**src/dst_pkg.sv**
```systemverilog
package dst_pkg;

	typedef enum logic [1:0] {
		ST_OK        = 2'd0,
		ST_INVALID   = 2'd1,
		ST_TOO_LARGE = 2'd2
	} status_t;

	localparam logic [7:0]  CHAR_DOT         = 8'h2E;
	localparam logic [7:0]  CHAR_ZERO        = 8'h30;
	localparam logic [7:0]  CHAR_NINE        = 8'h39;
	localparam logic [34:0] SECONDS_LIMIT    = 35'd2147483647;
	localparam logic [3:0]  FRACTION_DIGITS  = 4'd9;
	localparam logic [5:0]  TICKS_PER_SECOND = 6'd50;
	// One tick less one nanosecond: added before the divide to round up.
	localparam logic [24:0] NS_PER_TICK_M1   = 25'd19999999;
	// ceil(2^39 / 78125); 20000000 = 256 * 78125, exact for 22-bit dividends.
	localparam logic [22:0] TICK_RECIP       = 23'd7036875;
	localparam int          RecipShift       = 39;
	localparam int          QuotW            = 6;

	typedef struct packed {
		logic [30:0] seconds;
		logic [29:0] nanos;
		status_t     status;
	} fin_t;

	function automatic logic [26:0] frac_weight(input logic [3:0] idx);
		logic [26:0] w;
		case (idx)
			4'd0: w = 27'd100000000;
			4'd1: w = 27'd10000000;
			4'd2: w = 27'd1000000;
			4'd3: w = 27'd100000;
			4'd4: w = 27'd10000;
			4'd5: w = 27'd1000;
			4'd6: w = 27'd100;
			4'd7: w = 27'd10;
			4'd8: w = 27'd1;
			default: w = 27'd0;
		endcase
		return w;
	endfunction

endpackage

```
**src/dst_if.sv**
```systemverilog
interface dst_char_if;
	logic       valid;
	logic       ready;
	logic [7:0] char_code;
	logic       no_char;
	logic       last;

	modport source (output valid, output char_code, output no_char, output last, input ready);
	modport sink (input valid, input char_code, input no_char, input last, output ready);
endinterface

interface dst_result_if;
	logic        valid;
	logic        ready;
	logic [36:0] tick_count;
	logic [30:0] whole_seconds;
	logic [29:0] nanoseconds;
	logic [1:0]  status;

	modport source (output valid, output tick_count, output whole_seconds,
		output nanoseconds, output status, input ready);
	modport sink (input valid, input tick_count, input whole_seconds,
		input nanoseconds, input status, output ready);
endinterface

```
**src/dst_parse.sv**
```systemverilog
module dst_parse (
	input  logic          clk,
	input  logic          arst_n,
	dst_char_if.sink      chars,
	output dst_pkg::fin_t fin,
	output logic          fin_valid,
	input  logic          fin_ready
);
	import dst_pkg::*;

	logic        in_frac_q;
	logic [30:0] sec_q;
	logic [29:0] ns_q;
	logic [3:0]  idx_q;
	status_t     err_q;

	fin_t        fin_s1;
	logic        valid_s1;

	logic        accept;
	logic        is_digit;
	logic [3:0]  digit;
	logic [34:0] sec_mul;
	logic [30:0] ns_term;
	logic [30:0] ns_sum;

	logic        in_frac_n;
	logic [30:0] sec_n;
	logic [29:0] ns_n;
	logic [3:0]  idx_n;
	status_t     err_n;
	fin_t        fin_d;

	assign accept   = chars.valid && chars.ready;
	assign is_digit = (chars.char_code >= CHAR_ZERO) && (chars.char_code <= CHAR_NINE);
	assign digit    = chars.char_code[3:0];

	assign sec_mul = ({4'b0, sec_q} << 3) + ({4'b0, sec_q} << 1) + 35'(digit);
	assign ns_term = 31'(digit) * 31'(frac_weight(idx_q));
	assign ns_sum  = 31'(ns_q) + ns_term;

	always_comb begin
		in_frac_n = in_frac_q;
		sec_n     = sec_q;
		ns_n      = ns_q;
		idx_n     = idx_q;
		err_n     = err_q;
		// Once an error is latched, the rest of the string is ignored.
		if (!chars.no_char && err_q == ST_OK) begin
			if (!in_frac_q) begin
				if (chars.char_code == CHAR_DOT) begin
					in_frac_n = 1'b1;
				end else if (!is_digit) begin
					err_n = ST_INVALID;
				end else if (sec_mul > SECONDS_LIMIT) begin
					err_n = ST_TOO_LARGE;
				end else begin
					sec_n = sec_mul[30:0];
				end
			end else begin
				if (!is_digit) begin
					err_n = ST_INVALID;
				end else if (idx_q < FRACTION_DIGITS) begin
					ns_n  = ns_sum[29:0];
					idx_n = idx_q + 4'd1;
				end
			end
		end

		fin_d.status = err_n;
		if (err_n == ST_OK) begin
			fin_d.seconds = sec_n;
			fin_d.nanos   = ns_n;
		end else begin
			fin_d.seconds = '0;
			fin_d.nanos   = '0;
		end
	end

	always_ff @(posedge clk or negedge arst_n) begin
		if (!arst_n) begin
			in_frac_q <= 1'b0;
			sec_q     <= '0;
			ns_q      <= '0;
			idx_q     <= '0;
			err_q     <= ST_OK;
		end else if (accept) begin
			if (chars.last) begin
				in_frac_q <= 1'b0;
				sec_q     <= '0;
				ns_q      <= '0;
				idx_q     <= '0;
				err_q     <= ST_OK;
			end else begin
				in_frac_q <= in_frac_n;
				sec_q     <= sec_n;
				ns_q      <= ns_n;
				idx_q     <= idx_n;
				err_q     <= err_n;
			end
		end
	end

	always_ff @(posedge clk or negedge arst_n) begin
		if (!arst_n) begin
			valid_s1 <= 1'b0;
		end else if (accept && chars.last) begin
			valid_s1 <= 1'b1;
		end else if (fin_ready) begin
			valid_s1 <= 1'b0;
		end
	end

	always_ff @(posedge clk) begin
		if (accept && chars.last) begin
			fin_s1 <= fin_d;
		end
	end

	assign chars.ready = !valid_s1 || fin_ready;
	assign fin         = fin_s1;
	assign fin_valid   = valid_s1;

endmodule

```
**src/dst_tick.sv**
```systemverilog
module dst_tick (
	input  logic          clk,
	input  logic          arst_n,
	input  dst_pkg::fin_t fin,
	input  logic          fin_valid,
	output logic          fin_ready,
	dst_result_if.source  result
);
	import dst_pkg::*;

	logic [30:0]      ns_round;
	logic [21:0]      ns_div256;
	logic [44:0]      recip_prod;
	logic [36:0]      sec50;

	logic [36:0]      sec50_s2;
	logic [QuotW-1:0] quot_s2;
	fin_t             fin_s2;
	logic             valid_s2;

	logic [36:0]      tick_q;
	fin_t             fin_q;
	logic             valid_q;

	logic             out_adv;

	// ceil(ns / 20000000) = floor(((ns + 19999999) >> 8) / 78125).
	assign ns_round   = 31'(fin.nanos) + 31'(NS_PER_TICK_M1);
	assign ns_div256  = ns_round[29:8];
	assign recip_prod = 45'(ns_div256) * 45'(TICK_RECIP);
	assign sec50      = 37'(fin.seconds) * 37'(TICKS_PER_SECOND);

	assign out_adv   = !valid_q || result.ready;
	assign fin_ready = !valid_s2 || out_adv;

	always_ff @(posedge clk or negedge arst_n) begin
		if (!arst_n) begin
			valid_s2 <= 1'b0;
			valid_q  <= 1'b0;
		end else begin
			if (fin_ready) begin
				valid_s2 <= fin_valid;
			end
			if (out_adv) begin
				valid_q <= valid_s2;
			end
		end
	end

	always_ff @(posedge clk) begin
		if (fin_ready && fin_valid) begin
			sec50_s2 <= sec50;
			quot_s2  <= recip_prod[RecipShift+QuotW-1:RecipShift];
			fin_s2   <= fin;
		end
		if (out_adv && valid_s2) begin
			tick_q <= sec50_s2 + 37'(quot_s2);
			fin_q  <= fin_s2;
		end
	end

	assign result.valid         = valid_q;
	assign result.tick_count    = tick_q;
	assign result.whole_seconds = fin_q.seconds;
	assign result.nanoseconds   = fin_q.nanos;
	assign result.status        = fin_q.status;

endmodule

```
**src/decimal_seconds_to_ticks.sv**
```systemverilog
// Converts a decimal duration string such as 12.345 into 1/50 second ticks.
// The chars channel takes one character per request; no_char marks a request
// that carries no character (an empty string) and last ends the string.
// Requests without last produce nothing; the request with last produces one
// request on the result channel with tick_count, whole_seconds, nanoseconds
// and status (0 ok, 1 invalid character, 2 seconds too large). On an error
// the three numeric fields are zero.
// One character is accepted every cycle while chars.ready is high; the seconds
// and nanosecond accumulators update from each accepted character.
// After the edge that accepts the last character, one stage holds the parsed
// values, one holds the multiply by 50 and the reciprocal multiply for the
// rounded-up tick fraction, and the output register holds the sum.
// When the receiver holds ready low, the output register keeps its result
// and the pipeline fills; chars.ready drops only once every stage is full.
// Reset clears all accumulators and valid flags; the block is ready at once.
module decimal_seconds_to_ticks (
	input  logic         clk,
	input  logic         arst_n,
	dst_char_if.sink     chars,
	dst_result_if.source result
);
	import dst_pkg::*;

	fin_t fin;
	logic fin_valid;
	logic fin_ready;

	dst_parse u_parse (
		.clk       (clk),
		.arst_n    (arst_n),
		.chars     (chars),
		.fin       (fin),
		.fin_valid (fin_valid),
		.fin_ready (fin_ready)
	);

	dst_tick u_tick (
		.clk       (clk),
		.arst_n    (arst_n),
		.fin       (fin),
		.fin_valid (fin_valid),
		.fin_ready (fin_ready),
		.result    (result)
	);

endmodule

```
**src/flat_wrapper.sv**
```systemverilog
// flat-port wrapper written by rule: the top's interface ports become plain ports
module decimal_seconds_to_ticks_flat import dst_pkg::*;
  (clk, arst_n, chars_valid, chars_char_code, chars_no_char, chars_last, chars_ready, result_valid, result_tick_count, result_whole_seconds, result_nanoseconds, result_status, result_ready);
  dst_char_if chars_i ();
  dst_result_if result_i ();
  input  logic clk;
  input  logic arst_n;
  input wire logic [$bits(chars_i.valid)-1:0] chars_valid;
  input wire logic [$bits(chars_i.char_code)-1:0] chars_char_code;
  input wire logic [$bits(chars_i.no_char)-1:0] chars_no_char;
  input wire logic [$bits(chars_i.last)-1:0] chars_last;
  output wire logic [$bits(chars_i.ready)-1:0] chars_ready;
  output wire logic [$bits(result_i.valid)-1:0] result_valid;
  output wire logic [$bits(result_i.tick_count)-1:0] result_tick_count;
  output wire logic [$bits(result_i.whole_seconds)-1:0] result_whole_seconds;
  output wire logic [$bits(result_i.nanoseconds)-1:0] result_nanoseconds;
  output wire logic [$bits(result_i.status)-1:0] result_status;
  input wire logic [$bits(result_i.ready)-1:0] result_ready;
  assign chars_i.valid = chars_valid;
  assign chars_i.char_code = chars_char_code;
  assign chars_i.no_char = chars_no_char;
  assign chars_i.last = chars_last;
  assign chars_ready = chars_i.ready;
  assign result_valid = result_i.valid;
  assign result_tick_count = result_i.tick_count;
  assign result_whole_seconds = result_i.whole_seconds;
  assign result_nanoseconds = result_i.nanoseconds;
  assign result_status = result_i.status;
  assign result_i.ready = result_ready;
  decimal_seconds_to_ticks u_core (.clk(clk), .arst_n(arst_n), .chars(chars_i), .result(result_i));
endmodule
```
**config.mk**
```make
export PLATFORM = sky130hd
export DESIGN_NAME = decimal_seconds_to_ticks_flat
export DESIGN_NICKNAME = d
export VERILOG_FILES = /design/src/dst_pkg.sv /design/src/dst_if.sv /design/src/dst_parse.sv /design/src/dst_tick.sv /design/src/decimal_seconds_to_ticks.sv /design/src/flat_wrapper.sv
export SDC_FILE = /design/constraint.sdc
export NUM_CORES = 1
export LEC_CHECK = 0
export ABC_AREA = 1
export BUFFER_PORTS_ARGS = -buffer_cell sky130_fd_sc_hd__buf_2
export CORE_MARGIN = 3
export CORE_UTILIZATION = 40
export CTS_BUF_LIST = sky130_fd_sc_hd__clkbuf_8
export CTS_CLUSTER_SIZE = 28
export DETAILED_ROUTE_END_ITERATION = 12
export MAX_ROUTING_LAYER = met4
export SLEW_MARGIN = 20
export SYNTH_ARGS = -nofsm -noshare
export SYNTH_HDL_FRONTEND = slang
export SYNTH_SLANG_ARGS = --single-unit
export TNS_END_PERCENT = 1
```
**constraint.sdc**
```tcl
create_clock -name clk -period 12.6 [get_ports clk]
set_input_delay 3.78 -clock clk [delete_from_list [all_inputs] [get_ports clk]]
set_output_delay 3.78 -clock clk [all_outputs]
set_load 0.02 [all_outputs]
```
# Word-level counts from Yosys, hierarchy flattened
# Memory sizes are Yosys's and may differ from the RTL's.
# Index checks and enable logic that the tools add are counted.
# W data, S select, Z words.
totals:
  register_bits: 339
  mem_bits_ro: 400
  n_memories: 1
op_classes:
  addsub: 6
  mul: 3
  magnitude_cmp: 4
  eq_ne: 1
  mux: 29
  n_reduce_logical: 22
memory_table:
  columns: ["name", "depth", "word_bits", "read_ports", "rd_clocked_by_memory_dff", "wr", "line", "text"]
  rows:
  - ["(no name shown)", 16, 25, 1, 0, 0, "dst_pkg.sv:30", "case (idx)"]
ops:
  columns: ["op", "n"]
  rows:
  - ["$mux W31", 6]
  - ["$mux W30", 5]
  - ["$mul A22 B23 Y45 const B", 1]
  - ["$add A37 B6 Y37", 1]
  - ["$mul A31 B5 Y36 const B", 1]
  - ["$add A34 B32 Y35", 1]
  - ["$add A35 B4 Y35", 1]
  - ["$gt A35 B31 Y1 const B", 1]
  - ["$add A30 B25 Y30 const B", 1]
  - ["$add A30 B30 Y30", 1]
  - ["$mul A4 B27 Y30", 1]
  - ["$mux W4", 5]
  - ["$mux W2", 7]
  - ["$reduce_bool A2 Y1", 5]
  - ["$eq A8 B6 Y1 const B", 1]
  - ["$ge A8 B6 Y1 const B", 1]
  - ["$le A8 B6 Y1 const B", 1]
  - ["$logic_and A1 B1 Y1", 6]
  - ["$mux W1", 6]
  - ["$reduce_and A5 Y1", 1]
  - ["$add A4 B1 Y4 const B", 1]
  - ["$logic_not A1 Y1", 4]
  - ["$logic_not A2 Y1", 2]
  - ["$lt A4 B4 Y1 const B", 1]
  - ["other kinds (2)", 4]

# Logic depth before layout (Yosys ltp)
# Gate-level depths: netlist (run 1).
depth:
  word_depth: 9
  depth_mapped: 35

# Modules after synthesis
# From an unflattened synthesis (run 1), not the netlist that was laid out.
hier_totals:
  hier_cells: 4003
  area_unflattened_um2: 34314.2
by_module_without_submodules:
  columns: ["module", "instances", "cells_each", "area_per_inst_um2", "seq_area_each_um2"]
  rows:
  - ["dst_tick", 1, 2215, 21371.7, 6115.9]
  - ["dst_parse", 1, 1788, 12942.4, 3618.5]

# Least setup slack after synthesis (run 1)
# Ideal clock, no wire load.
synth_timing:
  path_kind: "input to register"
  from: "input result_ready"
  to: "register u_core.u_tick.fin_q (netlist bit u_core.u_tick.result.nanoseconds[0]) (enable)"
  setup_ns: 0.592
  arrival_ns: 8.620
  required_time_ns: 12.008
  slack_ns: 3.388
  cell_stages: 2
  n_path_buf: 0
  path_cell_list: "inv_1 a21oi_1"
synth_via:
  elab_chain_len: 2
synth_lines:
  columns: ["item", "line", "text"]
  rows:
  - ["start, declared", "flat_wrapper.sv:18", "input wire logic [$bits(result_i.ready)-1:0] result_ready;"]
  - ["$logic_or A1 B1 Y1", "dst_tick.sv:33", "assign out_adv = !valid_q || result.ready;"]
  - ["$logic_and A1 B1 Y1", "dst_tick.sv:56", "if (out_adv && valid_s2) begin"]
  - ["end signal, assigned", "dst_tick.sv:58", "fin_q <= fin_s2;"]
  - ["end, declared", "dst_tick.sv:22", "fin_t fin_q;"]
# Every way passes these cells.
# A chain may end at the register's enable or synchronous reset.

# Worst setup path in the final report (run 1)
layout_timing:
  from: "input result_ready"
  to: "output chars_ready"
layout_via:
  elab_chain_len: 3
layout_lines:
  columns: ["item", "line", "text"]
  rows:
  - ["$logic_or A1 B1 Y1", "dst_tick.sv:33", null]
  - ["$logic_or A1 B1 Y1", "dst_tick.sv:34", "assign fin_ready = !valid_s2 || out_adv;"]
  - ["$logic_or A1 B1 Y1", "dst_parse.sv:120", "assign chars.ready = !valid_s1 || fin_ready;"]
  - ["end, declared", "flat_wrapper.sv:12", "output wire logic [$bits(chars_i.ready)-1:0] chars_ready;"]
# Every way passes these cells.

==> results of run 1 <==
[area by class of cell]
class                   instances  area (µm²)  share of cell area [%]
diodes                          1        2.50                 0.00698
clock buffers                  59         812                    2.27
clock inverters                50         278                   0.775
inverters                     849        3190                    8.90
multi-input cells            2457       19800                    55.4
flip-flops and latches        336        9730                    27.2
well taps                    1060        1330                    3.70
repair buffers                123         642                    1.79
[final timing paths]
check	cells past startpoint	end	startpoint	slack, ns
worst min-delay path	0	u_core.u_tick.result.whole_seconds[29]	u_core.u_tick.fin_s2[61]	0.41
max in group asynchronous	1	u_core.u_parse.ns_q[23]	arst_n	8.89
min in group asynchronous	1	u_core.u_parse.sec_q[29]	arst_n	3.18
worst min register to register	0	u_core.u_tick.result.whole_seconds[29]	u_core.u_tick.fin_s2[61]	0.41
worst max-delay path	6	chars_ready	result_ready	4.37
worst max register to register	32	u_core.u_tick.quot_s2[5]	u_core.u_parse.fin[3]	4.49
[per-stage QoR]
stage,instances,area (µm²)
after floorplan,3682,33000
after global placement,4825,34700
after detailed placement,4825,34700
after CTS,4934,35800
after global routing,4935,35800
final,4935,35800
[cell usage in the layout (no fill, tap or decap), types with 12 or more instances in the layout]
cell type  synthesis  layout
edfxtp_1         265     265
nand2_2           12      13
clkbuf_8           2      59
a21o_1            12      12
ha_1             419     419
nand2_1          718     717
buf_2              7     114
nand4_1           31      31
dfrtp_1           71      71
a21oi_1          154     153
nor2_1           263     261
xor2_1            90      90
nor4_1            18      18
o21ai_0          106     106
nand3_1          119     119
or2_2             12      12
clkinv_1           1      14
a21oi_2           22      22
xnor2_1           31      31
nor3_1            41      41
inv_1            845     862
clkinv_2           0      12
nand3b_1          20      20
fa_1             311     311
[metal layers]
metal,share of wire [%],up-vias,global-route usage [%]
li1,-,11900,-
met1,47,11400,27.8
met2,47,520,32.4
met3,4.3,92,2.42
met4,2.0,0,4.75
met5,0,-,-
[where the power goes]
group          internal [W]  total (W)  switching [W]
sequential          0.00131    0.00136      0.0000461
clock              0.000466   0.000941       0.000475
combinational       0.00244    0.00665        0.00421
[kinds of logic (layout without fill, tap and decap cells)]
| kind of cell | Yosys count | count (layout) |
|---|---|---|
| other | 0 | 1 |
| xor gates and xnor gates | 122 | 122 |
| muxes | 2 | 2 |
| and+or+nand+nor | 1251 | 1251 |
| adders and majority gates | 730 | 730 |
| AOI/OAI and AO/OA | 352 | 352 |
| buffers and inverters | 889 | 1081 |
| DFF | 336 | 336 |
[critical path: stages]
cell and delay (ns):
buf_2 0.09, inv_1 0.10, nand2_1 0.08, nor2_1 0.12, nand2_1 0.10, buf_2 0.17
[registers in the layout (all words and copies together) (netlist names), 4 cells and up]
| register | cells |
|---|---|
| u_core.u_parse.fin | 63 |
| u_core.u_tick.fin_s2 | 63 |
| u_core.u_tick.result.tick_count | 37 |
| u_core.u_tick.sec50_s2 | 33 |
| u_core.u_parse.sec_q | 31 |
| u_core.u_tick.result.whole_seconds | 31 |
| u_core.u_parse.ns_q | 30 |
| u_core.u_tick.result.nanoseconds | 30 |
| u_core.u_tick.quot_s2 | 6 |
| u_core.u_parse.idx_q | 4 |
==> flow_summary.json, run 1 <==
{
  "synth.largest_area_cell": "edfxtp_1",
  "core_area_um2": 81100,
  "worst_hold_slack_ns": 0.407,
  "utilization_pct": 44.2,
  "initialDrtViolationCount": 1414,
  "fin_crit_ns": 8.23,
  "antenna_found_initial": 1,
  "num_vias": 23900,
  "fin_ws_ns": 4.37,
  "viasPerCell": 4.85,
  "cts.clk_slew.worst_paths_ns": 0.06,
  "rows": 104,
  "yosys_register_bits": 336,
  "fillCellCount": 8010,
  "wl_per_cell_um": 16.8,
  "dp_hpwl_um": 68300,
  "ctsHoldBuffers": 0,
  "clockBufferDepth": 3,
  "htreeDepth": 2,
  "synth_edf_count": 265,
  "synth_ff_type": "edfxtp_1",
  "drv_slew": 0,
  "period_share_pct": 65.3,
  "finalSetupTns_ns": 0,
  "async_flop_share_pct": 21.1,
  "power.leakage_nw": 18.4,
  "synthToLayoutAreaGrowth_pct": 8.73,
  "max_freq_mhz": 122,
  "fp.dieArea_um2": 85900,
  "synth_top_family_by_area": "adder cells",
  "synthMuxAreaShare_pct": 0.0608,
  "dp_slack_ns": 4.25,
  "synth_top_area_share_pct": 24.2,
  "cts_buffers": 59,
  "powerDensity_nw_per_um2": 250,
  "gr-total-overflow": 0,
  "wirelength_um": 83000,
  "cts-root-buf": "clkbuf_8",
  "grt_pass1_wl_um": 134000,
  "yosys_warnings": 0,
  "final_antenna_net_count": 0,
  "rsz0062_at_grt": "false",
  "cts_resized": 0,
  "critPathLaunchType": "input port",
  "start_util_pct": 40.6,
  "drive_gt1_share_pct": 6.97,
  "finalPower_w": 0.00895,
  "synth_area_per_cell_um2": 8.95,
  "io_buffers": 115,
  "cts_tree": "done",
  "crit_arrival_ns": 4.45,
  "clock_skew_ns": 0.0308,
  "synth_nets": 4426,
  "synth_compound_area_share_pct": 6.09,
  "ys_types": 56,
  "die_w_um": 293,
  "drc_errors": 0,
  "die_h_um": 293,
  "first_pass_iters": 5,
  "maxSlewHeadroom_pct": 29.2,
  "grt_pass1_vias": 24300,
  "finalNetCount": 4570,
  "synthesis.area_um2": 33000,
  "synthSimpleGateAreaFrac_pct": 15.9,
  "worst_setup_path_end_kind": "output port",
  "tightest_slew_ns": 1.06,
  "syn_inst": 3682,
  "ys_top_cells_by_count": "845 x inv_1, 718 x nand2_1, 419 x ha_1",
  "synth_adder_area_share_pct": 34.8,
  "clkSinkCount": 336,
  "crit_type": "input port to output port",
  "clock_latency_ns": 0.67,
  "grt.total_usage_pct": 20.3,
  "worstPathRequired_ns": 8.82,
  "min_path_type": "register to register",
  "io_pins": 116,
  "status": "completed",
  "final_hold_viol_count": 0,
  "cp_max_fo": 3,
  "drv_cap": 0,
  "setup-violations-final": 0,
  "synth_area_leaders": "edfxtp_1 24%, fa_1 19%, ha_1 16%",
  "grt_max_degree": 78,
  "synth_most_common_cell": "inv_1",
  "cts_setup_buffers": 0,
  "gp_congestion": 0.923,
  "synthXorXnorAreaFrac_pct": 3.27,
  "ys_seq_area_share_pct": 29.5,
  "peakVddDrop_mv": 0.502
}
Power figures use the tool's default switching activity.
==> inputs of run 2 (changes only) <==
clock period = 8.5 ns   (was 12.6 ns; I/O delays follow)
==> run 2 against run 1 <==
  * Global-route usage up 0.38 points
  * Setup slack lost 3.7 ns
  * Cell count is 0.18% higher
  * Clock-buffer cell count is 2 higher
  * Hold slack lost 0.028 ns
  * Power is 49% higher
  * Sequential cell count is the same
  * Largest cell class unchanged
  * First-iteration DRC count is 12% higher
  * Combinational power up 48%
  * Register-to-register slack worse by 3.8 ns
  * Final area grew 0.43%
  * Via count hardly changed
==> flow_summary.json, run 2 (same netlist as run 1, synthesis figures left out) <==
{
  "max_freq_mhz": 128,
  "crit_family": "adder cells",
  "cts_tree": "done",
  "power.leakage_nw": 18.5,
  "fin_cells": 4944,
  "dp_hpwl_um": 69500,
  "clock_skew_ns": 0.0694,
  "period_share_pct": 91.8,
  "fp.dieArea_um2": 85900,
  "critPathBufInv": 7,
  "finalPower_w": 0.0134,
  "cts_buffers": 59,
  "core_area_um2": 81100,
  "fillCellCount": 7970,
  "crit_slowest_cell": "fa_1",
  "multi_input_area_um2": 19800,
  "drc_errors": 0,
  "initialDrtViolationCount": 1580,
  "grt_max_degree": 75,
  "powerDensity_nw_per_um2": 372,
  "synthToLayoutAreaGrowth_pct": 9.19,
  "num_vias": 23900,
  "finalSetupTns_ns": 0,
  "die_w_um": 293,
  "hold_path_startpoint": "u_core.u_tick.fin_s2[2]",
  "io_pins": 116,
  "drive_gt1_share_pct": 7.19,
  "final_cell_mix": "866 x inv_1, 717 x nand2_1, 419 x ha_1, 311 x fa_1, 265 x edfxtp_1",
  "grt_pass1_vias": 24400,
  "startpoint": "u_core.u_parse.fin[2]",
  "worst_hold_slack_ns": 0.380,
  "crit_arrival_ns": 8.22,
  "drv_cap": 0,
  "gp_congestion": 0.935,
  "wl_per_cell_um": 17.1,
  "crit_cells": 32,
  "clock_latency_ns": 0.71,
  "ff_latch_area_um2": 9730,
  "cts.clk_slew.worst_paths_ns": 0.06,
  "p_clk_share_pct": 11.4,
  "reg2reg_depth": 32,
  "crit_path_max_incr_delay_ns": 0.64,
  "maxSlewHeadroom_pct": 35.1,
  "critPathCapture": "u_core.u_tick.quot_s2[2]",
  "r2r_slack_ns": 0.69,
  "peakVddDrop_mv": 0.585,
  "clkSinkCount": 336,
  "start_util_pct": 40.6,
  "cp_max_fo": 4,
  "grt_pass1_wl_um": 135000,
  "postPlaceCellArea_um2": 34800,
  "min_path_type": "register to register",
  "cts-root-buf": "clkbuf_8",
  "finalNetCount": 4574,
  "status": "completed",
  "grt.total_usage_pct": 20.7,
  "rsz0062_at_grt": "false",
  "htreeDepth": 2,
  "tightest_slew_ns": 0.973,
  "p_int_w": 0.00636,
  "p_sw_w": 0.00702,
  "io_buffers": 115,
  "critPathMostFrequentCell": "inv_1",
  "crit_type": "register to register",
  "worst_setup_path_end_kind": "register",
  "die_h_um": 293,
  "combPwrFrac_pct": 73.5,
  "fin_crit_ns": 7.81,
  "worstPathRequired_ns": 8.92,
  "dp_cells": 4829,
  "gr-total-overflow": 0,
  "first_pass_iters": 5,
  "drv_slew": 0,
  "wirelength_um": 84400,
  "seqPwrFrac_pct": 15.1,
  "sw_frac_of_total_pct": 52.5,
  "viasPerCell": 4.84,
  "design_area_um2": 36000,
  "setup-violations-final": 0,
  "clockBufferDepth": 3,
  "timing.rr.start": "u_core.u_parse.fin[2]",
  "final_antenna_net_count": 0,
  "final_hold_viol_count": 0,
  "reg2reg_to": "u_core.u_tick.quot_s2[2]",
  "rows": 104,
  "final_common_cell": "inv_1",
  "critPathLaunchType": "register",
  "antenna_found_initial": 3
}
-- run 2: cell count changes in the layout (fill, tap and decap cells not counted), sizes merged --
cell / previous run / this run
clkbuf: 59 / 61
diode: 1 / 3
buf: 123 / 127
clkinv: 27 / 17
clkinvlp: 2 / 4
inv: 869 / 875
bufinv: 1 / 4
-- run 2: routing by layer --
metal | up-vias | global-route usage (%) | wire length [µm]
li1 | 12000 | - | -
met1 | 11300 | 27.5 | 38900
met2 | 537 | 32.5 | 38400
met3 | 127 | 4.19 | 5080
met4 | 0 | 5.27 | 2020
met5 | - | - | 0
-- run 2: metrics by stage --
| step | util, % | setup slack [ns] |
|---|---|---|
| 4_1_cts | 44.4 | 0.632 |
| 6_report | 44.4 | 0.693 |
| 3_5_place_dp | 42.9 | 0.609 |
| 5_1_grt | 44.4 | 0.0979 |
| 3_3_place_gp | 42.9 | 0.844 |
| 2_1_floorplan | - | 0.518 |
-- run 2: worst min-delay path by stage --
stage / end / depth (start not counted) / slack [ns]
after global placement: u_core.u_tick.result.nanoseconds[4] / 0 / 0.40
after detailed placement: u_core.u_tick.result.nanoseconds[3] / 0 / 0.40
after floorplan: u_core.u_tick.fin_s2[0] / 0 / 0.40
final: u_core.u_tick.result.nanoseconds[0] / 0 / 0.38
after global routing: u_core.u_tick.result.nanoseconds[0] / 0 / 0.40
after CTS: u_core.u_tick.result.nanoseconds[0] / 0 / 0.39
-- run 2: worst reg2reg max path, delay by kind of cell, from the launching register on --
| kind | cells | cell delay [ns] |
|---|---|---|
| buf+inv | 7 | 0.63 |
| flops | 1 | 0.38 |
| xor+xnor | 1 | 0.07 |
| compound gates | 3 | 0.60 |
| simple gates | 13 | 1.95 |
| fa+ha+maj | 8 | 3.97 |
-- run 2: what timing repair did --
item                                    in CTS  in global routing
resized for setup                            0                  1
buffers inserted                             0                  0
hold buffers                                 0                  0
endpoints found under the setup margin       0                  1
-- run 2: power by group through the flow --
stage	Combinational (W)	Clock, W	Sequential [W]
after floorplan	0.00719	0	0.00209
after global placement	0.00986	0	0.00205
after detailed placement	0.00980	0	0.00205
after CTS	0.00990	0.00159	0.00202
after global routing	0.0114	0.00166	0.00203
final	0.00982	0.00153	0.00202
-- run 2: area by class of cell --
type,count,share of cell area [%]
tap,1060,3.69
timing repair buffer,127,1.86
sequential,336,27.1
clock inverter,51,1.01
multi-input combinational,2457,55.2
antenna,3,0.0209
clock buffer,61,2.33
inverter,849,8.86
==> inputs of run 3 (changes only) <==
CORE_UTILIZATION = 65   (was 40)
PLACE_DENSITY = 0.83   (was default)
==> run 3 against run 2 <==
  * Cell count shrank 8.2%
  * Global-route usage increased by 11 points
  * Critical endpoint unchanged
  * Largest power group unchanged
  * Non-clock buffer count grew 1
  * Clock skew down 0.026 ns
  * Largest cell class unchanged
  * Die area down 38%
  * Sequential cell count is the same
==> flow_summary.json, run 3 (same netlist as run 1, synthesis figures left out) <==
{
  "critPathMostFrequentCell": "inv_1",
  "design_area_um2": 35500,
  "final_common_cell": "inv_1",
  "crit_family": "adder cells",
  "gp_congestion": 1.01,
  "start_util_pct": 66.6,
  "clockBufferDepth": 3,
  "dp_hpwl_um": 65800,
  "rsz0062_at_grt": "false",
  "crit_arrival_ns": 8.17,
  "die_w_um": 231,
  "clkSinkCount": 336,
  "core_area_um2": 49500,
  "final_hold_viol_count": 0,
  "grt_pass1_vias": 24800,
  "min_path_type": "register to register",
  "finalPower_w": 0.0136,
  "grt_pass1_wl_um": 128000,
  "fillCellCount": 3835,
  "min_delay_worst_endpoint": "u_core.u_tick.result.nanoseconds[7]",
  "cts_setup_buffers": 0,
  "clock_latency_ns": 0.68,
  "crit_type": "register to register",
  "synthToLayoutAreaGrowth_pct": 7.81,
  "gr-total-overflow": 0,
  "cts_resized": 0,
  "cts-root-buf": "clkbuf_8",
  "period_share_pct": 91.4,
  "grt_max_degree": 72,
  "first_pass_iters": 5,
  "ctsHoldBuffers": 0,
  "postPlaceCellArea_um2": 34300,
  "initialDrtViolationCount": 1700,
  "setup-violations-final": 0,
  "cts_buffers": 57,
  "powerDensity_nw_per_um2": 382,
  "maxSlewHeadroom_pct": 34.6,
  "num_vias": 24600,
  "fp.dieArea_um2": 53400,
  "final_cell_mix": "859 x inv_1, 717 x nand2_1, 419 x ha_1, 311 x fa_1, 265 x edfxtp_1",
  "fin_ws_ns": 0.733,
  "die_h_um": 231,
  "worstPathRequired_ns": 8.90,
  "power.leakage_nw": 18.5,
  "peakVddDrop_mv": 0.623,
  "cts_tree": "done",
  "io_pins": 116,
  "drc_errors": 0,
  "grt.total_usage_pct": 31.3,
  "finalSetupTns_ns": 0,
  "startpoint": "u_core.u_parse.fin[5]",
  "io_buffers": 115,
  "finalNetCount": 4573,
  "ff_latch_area_um2": 9730,
  "antenna_found_initial": 2,
  "crit_path_max_incr_delay_ns": 0.57,
  "fin_crit_ns": 7.77,
  "timing.rr.start": "u_core.u_parse.fin[5]",
  "hold_path_startpoint": "u_core.u_tick.fin_s2[9]",
  "htreeDepth": 2,
  "tightest_slew_ns": 0.979,
  "rows": 81,
  "viasPerCell": 5.41,
  "drive_gt1_share_pct": 7.18,
  "reg2reg_depth": 34,
  "drv_cap": 0,
  "drv_slew": 0,
  "multi_input_area_um2": 19800,
  "critPathLaunchType": "register",
  "dp_slack_ns": 0.785,
  "reg2reg_to": "u_core.u_tick.quot_s2[2]",
  "min_delay_path_depth": 0,
  "wl_per_cell_um": 17.5,
  "clock_skew_ns": 0.0437,
  "worst_hold_slack_ns": 0.415,
  "status": "completed",
  "crit_slowest_cell": "xnor2_1",
  "final_antenna_net_count": 0,
  "wirelength_um": 79600,
  "cts.clk_slew.worst_paths_ns": 0.07,
  "worst_setup_path_end_kind": "register",
  "critPathBufInv": 8,
  "cp_max_fo": 6,
  "r2r_slack_ns": 0.73,
  "max_freq_mhz": 129
}
[run 3: cell types whose count changed in the layout (fill, tap and decap cells not counted), moves of 2 or more]
cell	previous run	this run
clkinv_2	8	6
bufinv_16	4	8
clkinv_4	0	2
inv_1	866	859
inv_12	2	0
inv_6	2	0
clkbuf_8	61	59
[run 3: worst max path at each step]
stage | slack (ns) | cells past startpoint | to
detailed placement | 0.79 | 33 | u_core.u_tick.quot_s2[3]
global route | 0.09 | 34 | u_core.u_tick.quot_s2[2]
floorplan | 0.52 | 2 | u_core.u_tick.result.nanoseconds[0]
global placement | 0.96 | 33 | u_core.u_tick.quot_s2[3]
finish | 0.73 | 34 | u_core.u_tick.quot_s2[2]
CTS | 0.78 | 33 | u_core.u_tick.quot_s2[3]
[run 3: through the flow]
step | util, % | cells
2_1_floorplan | - | 3682
3_3_place_gp | 69.3 | 4434
3_5_place_dp | 69.3 | 4434
4_1_cts | 71.8 | 4538
5_1_grt | 71.8 | 4540
6_report | 71.8 | 4541
[run 3: routing by layer]
| layer | GRT usage (%) | vias to the layer above | share of wire, % |
|---|---|---|---|
| li1 | - | 12000 | - |
| met1 | 41.1 | 11700 | 44 |
| met2 | 49.1 | 792 | 46 |
| met3 | 6.15 | 150 | 6.7 |
| met4 | 10.9 | 0 | 3.5 |
| met5 | - | - | 0 |
[run 3: report_power, final]
| part | switching (W) | internal, W | leakage [nW] |
|---|---|---|---|
| combinational | 0.00633 | 0.00361 | 14.3 |
| sequential | 0.0000650 | 0.00195 | 3.49 |
| clock | 0.000703 | 0.000900 | 0.684 |
[run 3: area by class of cell]
type                            instances  area share [%]
Tap cell                              664            2.34
Inverter                              849            8.98
Sequential cell                       336            27.4
Clock inverter                         45            1.24
Multi-Input combinational cell       2457            55.8
Timing Repair Buffer                  128            1.90
Clock buffer                           59            2.29
Antenna cell                            3          0.0211
